`src/rtl/core/bytecode_stack_depth_verifier_core_defines.svh`:
```
// ----------------------------------------------------------------------------
// Bytecode stack depth verifier: assertion macros
// Shared concurrent assertion forms, clocked on clk and disabled in reset.
// ----------------------------------------------------------------------------
`ifndef BYTECODE_STACK_DEPTH_VERIFIER_CORE_DEFINES_SVH
`define BYTECODE_STACK_DEPTH_VERIFIER_CORE_DEFINES_SVH

// Same-cycle implication.
`define BSDV_ASSERT_IMP(lbl, ante, cons, msg) \
    lbl: assert property (@(posedge clk) disable iff (!rst_n) (ante) |-> (cons)) \
        else $error(msg);

// Next-cycle implication.
`define BSDV_ASSERT_NXT(lbl, ante, cons, msg) \
    lbl: assert property (@(posedge clk) disable iff (!rst_n) (ante) |=> (cons)) \
        else $error(msg);

`endif

```
`src/rtl/core/bsdv_pkg.sv`:
```
// ----------------------------------------------------------------------------
// Bytecode stack depth verifier package
// Opcodes, status codes, decoder result type and default sizes.
// ----------------------------------------------------------------------------
`default_nettype none

package bsdv_pkg;

    localparam int CODE_DEPTH_DEF   = 4096;
    localparam int STACK_LIMIT_DEF  = 256;
    localparam int GLOBAL_LIMIT_DEF = 256;
    localparam int MAX_NARGS        = 16;
    localparam int POP_W            = 17;
    localparam int LEN_W            = 3;

    localparam logic [7:0] OP_NOP          = 8'h00;
    localparam logic [7:0] OP_HALT         = 8'h01;
    localparam logic [7:0] OP_PUSH_CONST   = 8'h02;
    localparam logic [7:0] OP_POP          = 8'h03;
    localparam logic [7:0] OP_PUSH_BYTE    = 8'h04;
    localparam logic [7:0] OP_POP_BYTE     = 8'h05;
    localparam logic [7:0] OP_LOAD_GLOBAL  = 8'h06;
    localparam logic [7:0] OP_STORE_GLOBAL = 8'h07;
    localparam logic [7:0] OP_ALU_FIRST    = 8'h10;
    localparam logic [7:0] OP_ALU_LAST     = 8'h1C;
    localparam logic [7:0] OP_DISCARD      = 8'h20;
    localparam logic [7:0] OP_JMP          = 8'h30;
    localparam logic [7:0] OP_JMP_COND     = 8'h31;
    localparam logic [7:0] OP_CALL         = 8'h38;
    localparam logic [7:0] OP_RET          = 8'h39;
    localparam logic [7:0] OP_CALL_NATIVE  = 8'h3A;
    localparam logic [7:0] OP_CALL_NATIVE2 = 8'h3B;
    localparam logic [7:0] OP_MAKE_LIST    = 8'h40;
    localparam logic [7:0] OP_MAKE_MAP     = 8'h41;
    localparam logic [7:0] OP_INDEX        = 8'h42;
    localparam logic [7:0] OP_STORE_INDEX  = 8'h43;

    typedef enum logic [4:0] {
        ST_OK         = 5'd0,
        ST_EMPTY      = 5'd1,
        ST_PC_BOUNDS  = 5'd2,
        ST_NEG_DEPTH  = 5'd3,
        ST_DEPTH_OVER = 5'd4,
        ST_JOIN       = 5'd5,
        ST_TRUNC_OPND = 5'd6,
        ST_CONST_IDX  = 5'd7,
        ST_GLOBAL_IDX = 5'd8,
        ST_CALL_ADDR  = 5'd9,
        ST_NARGS      = 5'd10,
        ST_UNKNOWN_OP = 5'd11,
        ST_TRUNC_INSN = 5'd12,
        ST_UNDERFLOW  = 5'd13,
        ST_NEXT_DEPTH = 5'd14,
        ST_JUMP       = 5'd15,
        ST_TOO_LONG   = 5'd16
    } status_t;

    typedef struct packed {
        logic             err;
        status_t          status;
        logic [LEN_W-1:0] len;
        logic [POP_W-1:0] pop;
        logic             push;
        logic             dom_en;
        logic [5:0]       dom_idx;
    } dec_t;

endpackage

`default_nettype wire

```
`src/rtl/core/bsdv_decode.sv`:
```
// ----------------------------------------------------------------------------
// Bytecode stack depth verifier: opcode decoder
// Gives length, pops, pushes, operand checks and domain use of one opcode.
// ----------------------------------------------------------------------------
`default_nettype none

module bsdv_decode #(
    parameter int AW           = 12,
    parameter int GLOBAL_LIMIT = 256
) (
    input  wire logic [7:0]    op_byte,
    input  wire logic [7:0]    b1,
    input  wire logic [7:0]    b2,
    input  wire logic [7:0]    b3,
    input  wire logic [7:0]    b4,
    input  wire logic [AW-1:0] pc,
    input  wire logic [AW:0]   n,
    input  wire logic [15:0]   const_limit,
    output bsdv_pkg::dec_t     dec
);
    import bsdv_pkg::*;

    logic [15:0] rd16;
    logic [AW:0] end3;
    logic [AW:0] end4;
    logic [AW:0] end5;
    logic        tr3;
    logic        tr4;
    logic        tr5;

    assign rd16 = {b2, b1};
    assign end3 = {1'b0, pc} + (AW+1)'(3);
    assign end4 = {1'b0, pc} + (AW+1)'(4);
    assign end5 = {1'b0, pc} + (AW+1)'(5);
    assign tr3  = end3 > n;
    assign tr4  = end4 > n;
    assign tr5  = end5 > n;

    always_comb
    begin
        dec         = '0;
        dec.status  = ST_OK;
        dec.len     = LEN_W'(1);
        case (op_byte) inside
            OP_NOP, OP_HALT:
            begin
                dec.len = LEN_W'(1);
            end
            OP_PUSH_CONST:
            begin
                dec.len  = LEN_W'(3);
                dec.push = 1'b1;
                if (tr3)
                begin
                    dec.err    = 1'b1;
                    dec.status = ST_TRUNC_OPND;
                end
                else if (rd16 >= const_limit)
                begin
                    dec.err    = 1'b1;
                    dec.status = ST_CONST_IDX;
                end
            end
            OP_POP, OP_DISCARD, OP_RET:
            begin
                dec.pop = POP_W'(1);
            end
            OP_PUSH_BYTE:
            begin
                dec.len  = LEN_W'(2);
                dec.push = 1'b1;
            end
            OP_POP_BYTE:
            begin
                dec.len = LEN_W'(2);
                dec.pop = POP_W'(1);
            end
            OP_LOAD_GLOBAL, OP_STORE_GLOBAL:
            begin
                dec.len  = LEN_W'(3);
                dec.push = (op_byte == OP_LOAD_GLOBAL);
                dec.pop  = POP_W'(op_byte == OP_STORE_GLOBAL);
                if (tr3)
                begin
                    dec.err    = 1'b1;
                    dec.status = ST_TRUNC_OPND;
                end
                else if ({1'b0, rd16} >= 17'(GLOBAL_LIMIT))
                begin
                    dec.err    = 1'b1;
                    dec.status = ST_GLOBAL_IDX;
                end
            end
            [OP_ALU_FIRST:OP_ALU_LAST], OP_INDEX:
            begin
                dec.pop  = POP_W'(2);
                dec.push = 1'b1;
            end
            OP_JMP:
            begin
                dec.len = LEN_W'(3);
            end
            OP_JMP_COND:
            begin
                dec.len = LEN_W'(3);
                dec.pop = POP_W'(1);
            end
            OP_CALL, OP_CALL_NATIVE:
            begin
                dec.len  = LEN_W'(4);
                dec.pop  = POP_W'(b3);
                dec.push = 1'b1;
                if (tr3)
                begin
                    dec.err    = 1'b1;
                    dec.status = ST_TRUNC_OPND;
                end
                else if (op_byte == OP_CALL && {1'b0, rd16} >= 17'(n))
                begin
                    dec.err    = 1'b1;
                    dec.status = ST_CALL_ADDR;
                end
                else if (tr4)
                begin
                    dec.err    = 1'b1;
                    dec.status = ST_TRUNC_INSN;
                end
                else if (b3 > 8'(MAX_NARGS))
                begin
                    dec.err    = 1'b1;
                    dec.status = ST_NARGS;
                end
                else if (op_byte == OP_CALL_NATIVE)
                begin
                    dec.dom_en  = 1'b1;
                    dec.dom_idx = (rd16 == 16'd0 || rd16 == 16'd1 || rd16 == 16'd17 ||
                                   rd16 == 16'd18) ? 6'd1 : 6'd0;
                end
            end
            OP_CALL_NATIVE2:
            begin
                dec.len  = LEN_W'(5);
                dec.pop  = POP_W'(b4);
                dec.push = 1'b1;
                if (tr5)
                begin
                    dec.err    = 1'b1;
                    dec.status = ST_TRUNC_OPND;
                end
                else if (b4 > 8'(MAX_NARGS))
                begin
                    dec.err    = 1'b1;
                    dec.status = ST_NARGS;
                end
                else
                begin
                    dec.dom_en  = 1'b1;
                    dec.dom_idx = b1[5:0];
                end
            end
            OP_MAKE_LIST, OP_MAKE_MAP:
            begin
                dec.len  = LEN_W'(3);
                dec.push = 1'b1;
                dec.pop  = (op_byte == OP_MAKE_MAP) ? {rd16, 1'b0} : {1'b0, rd16};
                if (tr3)
                begin
                    dec.err    = 1'b1;
                    dec.status = ST_TRUNC_OPND;
                end
            end
            OP_STORE_INDEX:
            begin
                dec.pop = POP_W'(3);
            end
            default:
            begin
                dec.err    = 1'b1;
                dec.status = ST_UNKNOWN_OP;
            end
        endcase
    end

endmodule

`default_nettype wire

```
`config.mk`:
```
export PLATFORM = sky130hd
export DESIGN_NAME = bsdv_decode
export DESIGN_NICKNAME = d
export VERILOG_FILES = /design/src/rtl/core/bytecode_stack_depth_verifier_core_defines.svh /design/src/rtl/core/bsdv_pkg.sv /design/src/rtl/core/bsdv_decode.sv
export SDC_FILE = /design/constraint.sdc
export NUM_CORES = 1
export LEC_CHECK = 0
export BUFFER_PORTS_ARGS = -buffer_cell sky130_fd_sc_hd__buf_4
export CORE_UTILIZATION = 57
export DETAILED_ROUTE_END_ITERATION = 12
export PLACE_DENSITY = 0.95
export SETUP_SLACK_MARGIN = 0.02
export SLEW_MARGIN = 0
export SYNTH_ARGS = -nofsm -noshare
export SYNTH_HDL_FRONTEND = slang
export SYNTH_SLANG_ARGS = --single-unit
```
`constraint.sdc`:
```
create_clock -name vclk -period 7.6
set_clock_uncertainty 0.15 [all_clocks]
set_input_delay 1.9 -clock vclk [all_inputs]
set_output_delay 1.9 -clock vclk [all_outputs]
set_load 0.05 [all_outputs]
```
==> results of run 1 <==
report_power, final:
group	total, mW	internal (mW)	switching (mW)	leakage [nW]
sequential	0	0	0	0
clock	0	0	0	0
combinational	0.199	0.0874	0.112	2.02
layout by cell type (no fill, tap or decap), drive strengths merged, types with 4 or more instances in the layout:
cell / synthesis / routed
a211oi: 4 / 4
a21o: 6 / 6
a21oi: 31 / 31
a221oi: 4 / 4
a32oi: 4 / 4
and2: 8 / 8
and3: 6 / 6
buf: 11 / 114
ha: 71 / 71
inv: 37 / 37
mux2i: 8 / 8
nand2: 33 / 33
nand2b: 4 / 4
nand3: 21 / 21
nand4: 15 / 15
nor2: 56 / 56
nor2b: 7 / 7
nor3: 15 / 15
o21a: 4 / 4
o21ai: 21 / 21
xnor2: 12 / 12
xor2: 17 / 17
per-layer routing:
metal	part of all wire (%)	GRT usage, %	wire, µm
met4	2.9	9.81	276
met2	47	58.6	4570
met5	0	0	0
met1	43	41.9	4200
met3	6.4	2.40	619
final timing paths:
| path | to | slack (ps) | depth (start not counted) | start |
|---|---|---|---|---|
| max | dec[30] | 460 | 16 | pc[4] |
| min | dec[12] | 4030 | 3 | b3[4] |
critical path, stage by stage:
cell                       delay, ps
sky130_fd_sc_hd__buf_4           140
sky130_fd_sc_hd__nand4_1         160
sky130_fd_sc_hd__inv_1            80
sky130_fd_sc_hd__nand3_1         110
sky130_fd_sc_hd__or2_2           330
sky130_fd_sc_hd__nor2_1          140
sky130_fd_sc_hd__xor2_1          100
sky130_fd_sc_hd__ha_1            300
sky130_fd_sc_hd__nand4_1         150
sky130_fd_sc_hd__nor3_2          300
sky130_fd_sc_hd__o31ai_1         140
sky130_fd_sc_hd__a32oi_2         390
sky130_fd_sc_hd__nor2_1          140
sky130_fd_sc_hd__nor3_1          230
sky130_fd_sc_hd__and4bb_1        270
sky130_fd_sc_hd__buf_4           210
metrics by stage:
step                util, %  worst slack, ps
finish                 76.7              464
global route           76.7              319
global placement       76.7              756
CTS                    76.7              562
floorplan                 -              727
detailed placement     76.7              575
area by class of cell:
class	count	area (µm²)	area share (%)
Multi-Input combinational cell	393	2910	72.9
Inverter	37	139	3.48
Tap cell	70	87.6	2.19
Timing Repair Buffer	114	856	21.4
logic make-up (layout without fill, tap and decap cells):
family | after synthesis | after routing
compound gates | 101 | 101
xor+xnor | 29 | 29
fa+ha+maj | 71 | 71
buf+inv | 52 | 151
mux | 11 | 11
other cells | 1 | 1
simple gates | 180 | 180
==> results by stage, run 1 <==
Run status:
- The run finished with clean final reports.

Global routing:
- The number of antenna violations at the first check in global routing is 0.
- The number of global-route vias before repair is 3588.
- The pin count of the biggest net entering global routing is 33.
- The global-route wire length before repair is 16.1 mm.
- The global-route congestion overflow total is 0.
- Across every metal layer, demand over resource in global routing totals 32.8%.

Critical path:
- The signal arrival time at the worst endpoint is 5090 ps.
- The highest fanout seen on the critical path is 9.
- The startpoint kind of the worst setup timing path is a primary input.
- The type of the worst setup path is in2out.
- The data required time at the worst endpoint is 5550 ps.
- The endpoint kind of the worst setup timing path is a primary output.

Route:
- Dividing the detail-routed wire length by the instance count gives 15.7 µm.
- The number of detailed-routing iterations run before antenna repair is 5.
- The count of antenna-violating nets left after detailed routing is 0.
- The routed wire length is 9.67 mm.
- The final routed DRC violation total is 0.
- In this run, the number of DRC markers left after iteration 0 of detailed routing was 382.
- The total via count in the routed design is 3742.
- The mean number of vias per cell is 6.09.

Timing:
- The worst slack on hold paths is 4030 ps.
- The count of final max-slew check failures is 0.
- The normalized max-slew margin is 45.2%.
- The worst path uses 93.9% of the clock period.
- The summed negative setup slack over all endpoints is 0 ps.
- The post-layout minimum cycle time is 7140 ps.
- The final hold violation count is 0.
- Timing would allow up to 140 MHz.
- Setup violations remaining at the end of the flow were counted as 0.
- Setup repair after global routing left no endpoint under its margin.
- For the pin with the worst max-slew slack, the measured transition is 819 ps.

Yosys:
- The count of distinct cell types in the synthesized netlist is 69.
- The portion of synthesized cell area occupied by the leading cell type is 28.5%.
- Summing every instance area after synthesis gives 3120 µm².
- The xor and xnor area share after synthesis is 8.14%.
- The net count of the mapped netlist is 597.
- The Yosys step of the flow raised 0 warnings.
- Ranked by instance count, the synthesized netlist is headed by sky130_fd_sc_hd__ha_1, sky130_fd_sc_hd__nor2_1, sky130_fd_sc_hd__inv_1.
- The most frequently used cell type in the post-synthesis netlist is sky130_fd_sc_hd__ha_1.
- Each instance of the synthesized netlist takes up on average 7.02 µm².
- The sequential area share after synthesis is 0%.
- The simple-gate portion of the synthesized area is 30.9%.
- The compound-cell area share of the yosys netlist is 22.0%.
- The synthesized instance count is 445.
- The mux contribution to synthesized area is 3.65%.
- In the post-synthesis netlist, the biggest area contributors are sky130_fd_sc_hd__ha_1, sky130_fd_sc_hd__nor2_1, sky130_fd_sc_hd__a21oi_1.
- The largest total area in the synthesized netlist belongs to sky130_fd_sc_hd__ha_1.
- By area, the combinational part of the netlist is dominated by simple AND/OR/NAND/NOR gates.
- The synthesized netlist devotes 28.5% of its cell area to adder and majority cells.

Clock tree:
- The number of gates resized after CTS was 0.
- In this run the post-CTS setup repair buffer count came out at 0.
- Hold repair after CTS inserted 0 buffers.

Power:
- The worst-case IR drop observed on VDD is 33.5 µV.
- The static leakage is 2.02 nW.
- In this run the power density over the cells is 49.8 nW/µm².
- Summing internal, switching and leakage power gives 0.199 mW.

Cells and area:
- The number of filler cells placed in the layout is 402.
- After routing the design area is 3990 µm².
- The final layout contains a sequential cell count of 0.
- In the final layout, flip-flops and latches occupy 0 µm².
- At the end of the flow, the number of nets in the layout was 698.
- The clock buffer count in the final layout is 0.
- The total inserted antenna cells is 0.
- From synthesis to final layout, the design area changed by 27.9%.
- Cells with a size suffix above 1 make up 25.4% of the layout.
- For this run, the number of standard cells in the final layout without fillers is 614.

Floorplan:
- The die is 76.0 µm tall.
- The number of placement rows is 26.
- 115 I/O pins were placed.
- The initial standard-cell utilization of the core is 60.0%.
- The die covers 5780 µm².
- The floorplan die width is 76.0 µm.
- In this run the standard cell core region covers 5200 µm².

Job:
- The max-cap violation count is 0.

Place:
- The number of port buffers is 114.
- Summed over all nets, the half-perimeter wirelength after detailed placement is 8.21 mm.
- The post-detailed-placement cell area is 3990 µm².
- The number of placed instances, taps included, is 614.
- At the end of routability-driven placement, the weighted congestion stood at 0.984.

Min path:
- The min-delay analysis places its worst path in the category in2out.
(Power assumes the default switching activity.)
==> run 2, diff against run 1 <==
==> constraint.sdc (replaced) <==
create_clock -name vclk -period 7.6
set_clock_uncertainty 0.15 [all_clocks]
set_input_delay 1.14 -clock vclk [all_inputs]
set_output_delay 1.14 -clock vclk [all_outputs]
set_load 0.05 [all_outputs]
==> results by stage, run 2 (synthesized netlist as in run 1, its figures left out) <==
Run status:
- The run finished with clean final reports.

Critical path:
- The worst setup path is captured at a primary output.
- The critical path is of the in2out type.
- The startpoint kind of the worst setup timing path is a primary input.
- For the worst setup path, the data arrival time is 4260 ps.
- For the worst setup path, the data required time is 6310 ps.
- The highest fanout seen on the critical path is 9.

Power:
- The static leakage is 2.02 nW.
- Combinational logic burns 100.0% of the power.
- The internal power of the cells totals 0.0874 mW.
- Across the VDD grid, the largest voltage drop is 36.4 µV.
- Net switching is 56.3% of the power.
- For this design the total switching power over the nets is 0.112 mW.
- The sequential fraction of design power is 0%.
- The clock network fraction of total power is 0%.
- For this design the ratio of total power to cell area is 50.1 nW/µm².

Global routing:
- The global-route congestion overflow total is 0.
- The pin count of the biggest net entering global routing is 33.
- The number of global-route vias before repair was 3589.
- The global router's overall resource usage is 33.7%.
- The number of antenna violations at the first check in global routing was 0.
- The global-route wire length before repair is 16.5 mm.

Timing:
- The final hold violation count is 0.
- Setup total negative slack on the finished layout was measured at 0 ps.
- Setup repair after global routing left no endpoint under its margin.
- The count of final max-slew check failures came to 0.
- In this run the tightest slew margin relative to its limit is 46.1%.
- The number of setup violations in the final report is 0.
- The post-layout minimum cycle time is 5550 ps.
- The transition time at the pin with the least slew margin is 805 ps.
- The highest achievable clock rate is 180 MHz.
- After layout, the worst path uses 73.0% of the clock period.

Cells and area:
- The final core utilization is 76.7%.
- The final layout net count is 698.
- The number of antenna diodes in the final layout is 0.
- The layout has 402 filler cells.
- The design has 0 sequential cells.
- The synthesis-to-layout area growth is 27.9%.
- Registers take 0 µm².
- The post-route cell area is 3990 µm².
- The library cell used most frequently in the layout, excluding fill and tap cells, is sky130_fd_sc_hd__buf_4.
- The clock buffer count in the final layout is 0.
- Of the cells placed in the final design, the portion with a size suffix greater than 1 is 25.4%.
- The library cells used most frequently in the layout, excluding fill and tap cells, are sky130_fd_sc_hd__buf_4, sky130_fd_sc_hd__ha_1, sky130_fd_sc_hd__nor2_1.

Route:
- After detailed routing, the average wire length per cell comes to 16.2 µm.
- The final routed DRC violation total is 0.
- The number of DRC markers in iteration 0 is 352.
- The count of antenna-violating nets left after detailed routing is 0.
- The first detailed-routing pass took 5 iterations.
- Using the TritonRoute via totals, the vias-per-cell ratio works out to 6.15.
- The routed design has 9.93 mm of wire.
- For this block, the via count after detailed routing is 3774.

Floorplan:
- The die covers 5780 µm².
- The initial standard-cell utilization of the core is 60.0%.
- The floorplan step set the die width to 76.0 µm.
- In this run the standard cell core region covers 5200 µm².
- The die height is 76.0 µm.
- The number of ports placed on the die boundary is 115.
- In this run the core area contains 26 standard-cell rows.

Place:
- The final HPWL from detailed placement is 8.44 mm.
- The count of buffers added on input and output ports is 114.
- The global placement routability congestion is 0.985.
- The placed instances occupy a cell area of 3990 µm².

Job:
- The tool flagged a number of max-cap violations equal to 0.

Clock tree:
- The number of hold buffers added after CTS was 0.
- The post-cts resize count is 0.
- Once the clock tree was built, the setup fixing pass inserted 0 buffers.

Min path:
- The tightest min-delay check is of the in2out type.
## run 2: final timing paths
path                   from       to  cells after the start
worst max-delay path  pc[4]  dec[30]                     16
worst min-delay path  b3[7]  dec[15]                      3
## run 2: routing by layer
metal / vias up / part of all wire (%) / GRT usage (%)
met5: - / 0 / 0
met4: 0 / 3.2 / 11.2
met3: 35 / 7.3 / 2.16
met2: 214 / 47 / 60.5
met1: 1694 / 42 / 42.7
li1: 1831 / - / -
## run 2: area by class of cell
| cell class | count | area, µm² | area share [%] |
|---|---|---|---|
| tap | 70 | 87.6 | 2.19 |
| inverter | 37 | 139 | 3.48 |
| timing repair buffer | 114 | 856 | 21.4 |
| multi-input combinational | 393 | 2910 | 72.9 |
## run 2: worst max-delay path, cell delays in order
cell                       delay, ps
sky130_fd_sc_hd__buf_4           140
sky130_fd_sc_hd__nand4_1         170
sky130_fd_sc_hd__inv_1            80
sky130_fd_sc_hd__nand3_1         100
sky130_fd_sc_hd__or2_2           330
sky130_fd_sc_hd__nor2_1          140
sky130_fd_sc_hd__xor2_1           90
sky130_fd_sc_hd__ha_1            300
sky130_fd_sc_hd__nand4_1         140
sky130_fd_sc_hd__nor3_2          270
sky130_fd_sc_hd__o31ai_1         140
sky130_fd_sc_hd__a32oi_2         380
sky130_fd_sc_hd__nor2_1          140
sky130_fd_sc_hd__nor3_1          210
sky130_fd_sc_hd__and4bb_1        270
sky130_fd_sc_hd__buf_4           210
## run 2: through the flow
stage	total power [mW]	instances	hold WS, ps	setup WS (ps)
final	0.200	614	2510	2050
after global routing	0.220	614	2520	1840
after CTS	0.197	614	2510	2130
after detailed placement	0.196	614	2510	2140
after global placement	0.186	614	2510	2280
after floorplan	0.120	445	2400	2250
## run 2: power groups by stage
| stage | Sequential (mW) | Combinational, mW | Clock (mW) |
|---|---|---|---|
| finish | 0 | 0.200 | 0 |
| global route | 0 | 0.220 | 0 |
| CTS | 0 | 0.197 | 0 |
| detailed placement | 0 | 0.196 | 0 |
| global placement | 0 | 0.186 | 0 |
| floorplan | 0 | 0.120 | 0 |
